==> src/hdl/lzw_ee_pkg.sv <==
// Package with the shared types, constants and hash function of the LZW encoder.
`default_nettype none
package lzw_ee_pkg;
    localparam int CodeBits   = 16;
    localparam int SlotBits   = 17;
    localparam int CodeSpace  = 65536;
    localparam int TableSlots = 131072;
    localparam int FifoDepth  = 4;

    localparam logic [SlotBits-1:0] HashMult  = 17'h179B1;
    localparam logic [16:0]         CodeLimit = 17'(CodeSpace);
    localparam logic [16:0]         MissLimit = 17'(CodeSpace - 1);
    localparam logic [16:0]         FirstFree = 17'd256;
    localparam logic [3:0]          ChainReset = 4'd4;

    typedef struct packed {
        logic                valid;
        logic [CodeBits-1:0] prefix;
        logic [7:0]          byte_val;
        logic [CodeBits-1:0] code;
    } t_slot;

    typedef struct packed {
        logic [CodeBits-1:0] code;
        logic                last;
    } t_result;

    typedef enum logic [2:0] {
        S_CLEAR,
        S_IDLE,
        S_HASH,
        S_READ,
        S_CHECK,
        S_FINISH
    } t_state;

    function automatic logic [SlotBits-1:0] hash_slot(logic [CodeBits-1:0] prefix,
                                                      logic [7:0] byte_val);
        logic [40:0] prod;
        prod = {17'b0, prefix, byte_val} * {24'b0, HashMult};
        return prod[SlotBits-1:0];
    endfunction
endpackage
`default_nettype wire

==> src/hdl/lzw_ee_out_fifo.sv <==
// Small result queue between the encoder core and the output channel.
`default_nettype none
module lzw_ee_out_fifo
    import lzw_ee_pkg::*;
(
    input  wire logic    i_clk,
    input  wire logic    i_rst_n,
    input  wire logic    i_push,
    input  wire t_result i_data,
    input  wire logic    i_stall,
    output logic         o_valid,
    output t_result      o_data,
    output logic         o_room
);
    t_result     r_mem [FifoDepth];
    logic [1:0]  r_wptr;
    logic [1:0]  r_rptr;
    logic [2:0]  r_count;
    logic        pop;

    assign o_valid = (r_count != 3'd0);
    assign o_data  = r_mem[r_rptr];
    assign o_room  = (r_count <= 3'd2);
    assign pop     = o_valid && !i_stall;

    always_ff @(posedge i_clk) begin
        if (i_push) begin
            r_mem[r_wptr] <= i_data;
        end
    end

    always_ff @(posedge i_clk) begin
        if (!i_rst_n) begin
            r_wptr  <= '0;
            r_rptr  <= '0;
            r_count <= '0;
        end else begin
            if (i_push) begin
                r_wptr <= r_wptr + 2'd1;
            end
            if (pop) begin
                r_rptr <= r_rptr + 2'd1;
            end
            r_count <= r_count + {2'b0, i_push} - {2'b0, pop};
        end
    end
endmodule
`default_nettype wire

==> config.mk <==
export PLATFORM = sky130hd
export DESIGN_NAME = lzw_ee_out_fifo
export DESIGN_NICKNAME = d
export VERILOG_FILES = /design/src/hdl/lzw_ee_pkg.sv /design/src/hdl/lzw_ee_out_fifo.sv
export SDC_FILE = /design/constraint.sdc
export NUM_CORES = 1
export LEC_CHECK = 0
export CAP_MARGIN = 20
export CORE_ASPECT_RATIO = 0.5
export CORE_MARGIN = 2
export CORE_UTILIZATION = 62
export CTS_CLUSTER_DIAMETER = 120
export DETAILED_ROUTE_END_ITERATION = 8
export DONT_BUFFER_PORTS = 1
export PLACE_DENSITY = 0.8
export REMOVE_ABC_BUFFERS = 1
export SLEW_MARGIN = 20
export SYNTH_ARGS = -nofsm -noshare
export SYNTH_HDL_FRONTEND = slang
export SYNTH_SLANG_ARGS = --single-unit
==> constraint.sdc <==
create_clock -name i_clk -period 2.6 [get_ports i_clk]
set_clock_uncertainty 0.1 [all_clocks]
set_input_delay 0.39 -clock i_clk [delete_from_list [all_inputs] [get_ports i_clk]]
set_output_delay 0.39 -clock i_clk [all_outputs]
set_load 0.1 [all_outputs]
* Word level (Yosys, flattened, before mapping)
Memories as Yosys holds them, arrays and structs flattened. A register that Yosys moved wholly into a read port is not among the register bits. Index checks and enable logic that the tools add are counted.
Word-level totals: register bits 7, RAM bits 68, input bits 21, output and inout port bits 19, word-level logic and storage cells 16, memories 1
Memory list:
- r_mem | words 4, width 17, rd ports 1, clocked after memory_dff 1, wr ports 1, RTL line lzw_ee_out_fifo.sv:15 | t_result r_mem [FifoDepth];
Operators by class: add/sub/neg operators 4, $lt $le $gt $ge 1, muxes and demuxes 4, reductions and logical operators 3
Operators with widths (number):
- 2-bit by 1-bit adder with 2-bit output (second input constant) | 2
- 2-bit two-way mux | 2
- 3-bit by 1-bit adder with 3-bit output | 1
- 3-bit by 2-bit <= comparator with 1-bit output (second input constant) | 1
- 3-bit nonzero test | 1
- 3-bit by 1-bit subtractor with 3-bit output | 1
- 1-bit two-way mux | 2
- 1-bit logical AND | 1
- 1-bit logical NOT | 1

* Depth between registers and ports, before layout
Gate-level depths: netlist of run 1.
depth after elaboration 4, mapped depth 9, mapped depth without buffers 9

* Least setup slack after synthesis of run 1
No wires, ideal clock.
path type reg2reg, start register r_count[1], end register r_count[2], library setup time 0.115 ns, data arrival time 1.786 ns, data required time 2.385 ns, setup slack 0.599 ns, cell stages (with the launch flop) 10, buffers on the path 0, period minus slack after synthesis 2.001 ns, path through dfxtp_1 -> nor3_2 -> nor2_1 -> ha_1 -> inv_1 -> ha_1 -> inv_1 -> fa_1 -> xor2_1 -> and2_1
On the way: cells in the longest elaborated chain, start to end 3, elaborated cells on any way between the ends 4, classes of those cells 2 x add/sub; 2 x reduce/logical
Ends and longest elaborated chain:
- start: declaration | RTL line lzw_ee_out_fifo.sv:18 | logic [2:0] r_count;
- start signal: assignment | RTL line lzw_ee_out_fifo.sv:44 | r_count <= r_count + {2'b0, i_push} - {2'b0, pop};
- 3-bit nonzero test | RTL line lzw_ee_out_fifo.sv:21 | assign o_valid = (r_count != 3'd0);
- 1-bit logical AND | RTL line lzw_ee_out_fifo.sv:24 | assign pop = o_valid && !i_stall;
- net pop | RTL line lzw_ee_out_fifo.sv:19 | logic pop;
- 3-bit by 1-bit subtractor with 3-bit output | RTL line lzw_ee_out_fifo.sv:44
The timed path passes the listed nets, and every way through them passes these cells. A chain may end at the register's enable or synchronous reset.

==> results.cfg, run 1 <==
[run_status]
status = finished clean

[yosys]
synth_commonest_cells = edfxtp_1 (68), mux4_2 (10), dfxtp_1 (9), inv_1 (8)
synth_top_area_frac = 0.687
synthTopCellsByArea = edfxtp_1 (69%), mux4_2 (7.6%), mux4_1 (6.2%)
synthArstFlopShare = 0
ys_ff_latch = 77
yosysTopAreaCell = edfxtp_1
ys.flop_type = edfxtp_1
synth.most_common_cell = edfxtp_1
synth.avg_cell_area_sq_um = 21.7
yosysWarnings = 0
synth_edf_count = 68
synthCells = 137
yosysSeqAreaShare = 0.748
syn_area_sq_um = 2970
synth.distinct_cells = 23

[cts]
htreeDepth = 3
cts_tree = built
cts_buffers = 9
root_buffer = clkbuf_8
clk_path_buf_depth = 2
cts_hold_buf = 0
cts_resized = 0
postCtsSetupRepairBufs = 0
clock_latency_ps = 330
clk_pin_slew_ps = 80
cts.sinks = 77

[layout]
synthToLayoutAreaGrowth_pct = 13.7
antenna_cells = 0
num-nets-final = 188
fin_cells = 230
drive_gt1_frac = 0.250
fin_util = 0.749
fill_cells = 258

[worst_setup_path]
arrival_ps = 1820
cp-end-kind = primary output
reg2reg_to = r_count[2]
worstSetupPathType = register to primary output
cp_slowest_cell = mux4_1
critPathMaxFanout = 17
critical_path_buf_inv_count = 2
startpoint_type = register
cp_data_required_time_ps = 2110
max_stage_delay_ps = 660
cp_cell_sequence = buf_4 > mux4_1 > buf_12
r2r_cells = 9
cpLargestDelayFamily = multiplexers
rrSetupSlack_ps = 500
r2r_start = r_count[1]

[sta]
finalCritPeriodShare = 0.889
tightest_slew_ps = 835
setup_viol = 0
timing.final.max_slew_violations = 0
rsz0062_at_grt = false
relSlewSlack = 0.443
hold_viol = 0
setup-tns-final_ps = 0
clock.fmax_mhz = 433
min_period_ps = 2310

[drt]
drc = 0
drt_iter0_markers = 80
wl_per_cell_microns = 19.3
dr.pass1.iters = 4
num_vias = 1295
viasPerCell = 5.63
drt-total-wl_microns = 4450
final_antenna_net_count = 0

[pwr]
p_int_mw = 2.12
ir_worst_vdd_v = 0.000729
power_frac_comb = 0.365
clockPowerShare = 0.214
sequentialPowerShare = 0.421
power.leakage_nw = 1.15
switchingPower_mw = 1.37
switching_share = 0.392
p_total_mw = 3.49
p_per_area_nw_per_um2 = 1030

[min_path]
min_to = r_mem[1][3]
hp-class = input pin to register
min_from = i_data[3]
hold_depth = 0

[global_route]
grt_max_degree = 18
antenna_found_initial = 0
grt_pass1_vias = 1371
grt_first_pass_wirelength_microns = 6990
track_usage = 0.195
overflow = 0

[place]
port-buffer-count = 0
post-dp-hpwl_microns = 2960
gp_congestion = 0.716
dpl.cell_count = 214

[floorplanning]
row_count = 17
initial_core_util = 0.659
dieHeight_microns = 52.9
coreArea_sq_um = 4510
die_x_microns = 102
die_area_sq_um = 5390
ioPinCount = 40

[flow_run]
drv_cap = 0
-- cell type report --
class                   count  area [sq um]  share of cell area
clock buffers              10           128              0.0378
clock inverters             6          38.8              0.0115
inverters                   8          30.0             0.00889
multi-input cells          48           677               0.200
flip-flops and latches     77          2220               0.658
well taps                  66          82.6              0.0244
repair buffers             15           200              0.0593
-- registers in the layout, summed over array words and instances, names as in the netlist, named ones only --
name,flops
r_mem,68
r_count,3
r_rptr,2
r_wptr,2
-- worst max path at each step --
stage | startpoint | to | cells after the start
6_report | register | o_data[0] | 3
5_1_grt | register | o_data[0] | 3
3_5_place_dp | r_count[1] | r_count[2] | 9
3_3_place_gp | r_count[1] | r_count[2] | 9
2_1_floorplan | register | o_data[0] | 1
4_1_cts | register | o_data[12] | 3
-- cells by family (layout without fill, tap and decap cells) --
family / Yosys count / in the layout / share of synthesized area
flip-flops: 77 / 77 / 0.748
multiplexers: 19 / 19 / 0.144
AND/OR/NAND/NOR: 15 / 15 / 0.0316
buffers and inverters: 12 / 39 / 0.0240
adder cells (fa/ha/maj): 8 / 8 / 0.0362
AO/OA/AOI/OAI: 4 / 4 / 0.00969
XOR/XNOR: 2 / 2 / 0.00590
-- layout by cell type (no fill, tap or decap), drive strengths merged --
cell / instances
clkinvlp: 1
dfxtp: 9
and2: 7
nand2: 1
edfxtp: 68
clkbuf: 10
fa: 1
clkinv: 4
mux2i: 2
ha: 7
nor3: 1
buf: 15
or3: 1
inv: 9
a31o: 1
nor2b: 2
nor2: 1
a21boi: 2
nor3b: 1
xor2: 2
o21ai: 1
mux4: 17
nand2b: 1
-- per-layer routing --
metal | vias up | global-route usage | routed length [microns]
met2 | 49 | 0.328 | 2380
met4 | 0 | 0.0644 | 26
met3 | 2 | 0.106 | 361
met5 | - | 0 | 0
li1 | 590 | - | -
met1 | 654 | 0.218 | 1690
-- metrics by stage --
step                      worst slack [ps]  cell area [sq um]  hold WS (ps)
after floorplan                        194               2930           345
after global placement                 558               3210           358
after detailed placement               484               3210           366
after CTS                              247               3380          25.0
after global routing                   180               3380          8.06
final                                  288               3380          41.5
-- power by group through the flow --
stage          registers [mW]  logic (mW)  clock network, mW
2_1_floorplan            1.52        1.00                  0
3_3_place_gp             1.49        1.27                  0
3_5_place_dp             1.50        1.29                  0
4_1_cts                  1.47        1.29              0.768
5_1_grt                  1.48        1.33              0.827
6_report                 1.47        1.27              0.748
(Power assumes the default switching activity.)
==> inputs of run 2 (changes only) <==
--- a/config.mk
+++ b/config.mk
@@ -7,7 +7,7 @@
 export LEC_CHECK = 0
 export CAP_MARGIN = 20
 export CORE_ASPECT_RATIO = 0.5
-export CORE_MARGIN = 2
+export CORE_MARGIN = 1.5
 export CORE_UTILIZATION = 62
 export CTS_CLUSTER_DIAMETER = 120
 export DETAILED_ROUTE_END_ITERATION = 8
==> constraint.sdc (replaced) <==
create_clock -name i_clk -period 2.3 [get_ports i_clk]
set_clock_uncertainty 0.1 [all_clocks]
set_input_delay 0.345 -clock i_clk [delete_from_list [all_inputs] [get_ports i_clk]]
set_output_delay 0.345 -clock i_clk [all_outputs]
set_load 0.1 [all_outputs]
==> results.cfg, run 2 (same netlist as run 1, synthesis figures left out) <==
[cts]
postCtsSetupRepairBufs = 0
htreeDepth = 3
cts_buffers = 9
cts_tree = built
clk_pin_slew_ps = 70
cts_hold_buf = 18
clk_path_buf_depth = 2
cts_resized = 0
cts.sinks = 77
root_buffer = clkbuf_8
clock_latency_ps = 350

[sta]
timing.final.max_slew_violations = 0
rsz0062_at_grt = false
clock.fmax_mhz = 456
min_period_ps = 2190
setup_viol = 0
setup-tns-final_ps = 0
relSlewSlack = 0.375
fin_ws_ps = 107
finalCritPeriodShare = 0.953
hold_viol = 0
tightest_slew_ps = 937

[layout]
fin_util = 0.839
regMostFlops = r_mem
largest_reg_flops = 68
synthToLayoutAreaGrowth_pct = 27.3
layout_commonest_cell = edfxtp_1
num-nets-final = 212
layout_common_cells = edfxtp_1 (68), dlygate4sd3_1 (18), buf_12 (18)
antenna_cells = 0
biggestRegsByFlops = r_mem (68), r_count (3)
fin_cells = 254
drive_gt1_frac = 0.250

[worst_setup_path]
critPathMaxFanout = 17
crit_path_frequent_cell = buf_12
r2r_cells = 9
startpoint_type = register
cp_data_required_time_ps = 1860
reg2reg_to = r_count[2]
worstSetupPathType = register to primary output
cpLargestDelayFamily = multiplexers
cp_slowest_cell = mux4_1
critical_path_buf_inv_count = 2
max_stage_delay_ps = 650
arrival_ps = 1750
rrSetupSlack_ps = 150
r2r_start = r_count[1]
cp_cell_sequence = buf_12 > mux4_1 > buf_12
cp-end-kind = primary output

[pwr]
power_frac_comb = 0.385
p_int_mw = 2.83
switchingPower_mw = 1.64
ir_worst_vdd_v = 0.00104
sequentialPowerShare = 0.373
clockPowerShare = 0.242
switching_share = 0.367
p_per_area_nw_per_um2 = 1180
p_total_mw = 4.48
power.leakage_nw = 1.33

[min_path]
min_to = r_count[2]
hp-class = input pin to register
min_from = i_rst_n
hold_depth = 1

[floorplanning]
initial_core_util = 0.659
coreArea_sq_um = 4510
row_count = 17
die_area_sq_um = 5240
dieHeight_microns = 51.9
ioPinCount = 40
die_x_microns = 101

[place]
dp_slack_ps = 155
gp_congestion = 0.608
port-buffer-count = 0
dpl.cell_count = 220
post-dp-hpwl_microns = 3090

[drt]
viasPerCell = 5.84
final_antenna_net_count = 0
num_vias = 1484
drt-total-wl_microns = 5930
dr.pass1.iters = 4
drc = 0
drt_iter0_markers = 67
wl_per_cell_microns = 23.3

[flow_run]
drv_cap = 0

[run_status]
status = finished clean

[global_route]
grt_max_degree = 18
grt_first_pass_wirelength_microns = 8910
overflow = 0
antenna_found_initial = 0
grt_pass1_vias = 1493
track_usage = 0.264
==> run 2: cell count changes in the layout (fill, tap and decap cells not counted), moves of 2 or more <==
cell	change
buf_12	+11
dlygate4sd3_1	+18
bufinv_16	+2
buf_4	-5
==> run 2: cell type report <==
cell class	count	area, sq um
inverters	8	30.0
repair buffers	39	563
well taps	66	82.6
clock inverters	5	75.1
fillers	210	728
flip-flops and latches	77	2220
multi-input cells	48	677
clock buffers	11	131
==> run 2: through the flow <==
step,hold WS (ps),instance area [sq um]
after floorplan,344,2930
after global placement,344,3390
after detailed placement,344,3390
after CTS,7.69,3780
after global routing,9.97,3780
final,19.4,3780
==> run 2: power groups by stage <==
stage	clock network, mW	registers, mW	logic, mW
after CTS	1.08	1.67	1.73
after global routing	1.15	1.68	1.80
after detailed placement	0	1.70	1.69
after floorplan	0	1.72	1.14
final	1.08	1.67	1.72
after global placement	0	1.69	1.66
==> run 2: routing by layer <==
metal,up-vias,GRT usage,wire [microns]
met1,770,0.361,2510
met2,62,0.413,2940
li1,641,-,-
met3,11,0.0685,394
met5,-,0,0
met4,0,0.115,88
==> run 2: worst reg2reg max path, stage by stage, from the launching register on <==
cell     delay [ps]
dfxtp_1         360
nor3_2          310
nor2_1           80
ha_1            270
inv_1            60
ha_1            130
inv_1            40
fa_1            380
xor2_1          170
and2_1          150
==> run 2: worst max path at each step <==
| stage | depth (start not counted) | slack (ps) | from | to |
|---|---|---|---|---|
| after floorplan | 1 | -60 | register | o_data[0] |
| after global placement | 9 | 260 | r_count[1] | r_count[2] |
| after detailed placement | 9 | 160 | r_count[1] | r_count[2] |
| after CTS | 3 | 80 | register | o_data[12] |
| after global routing | 9 | 0.9 | r_count[1] | r_count[2] |
| final | 3 | 110 | register | o_data[0] |
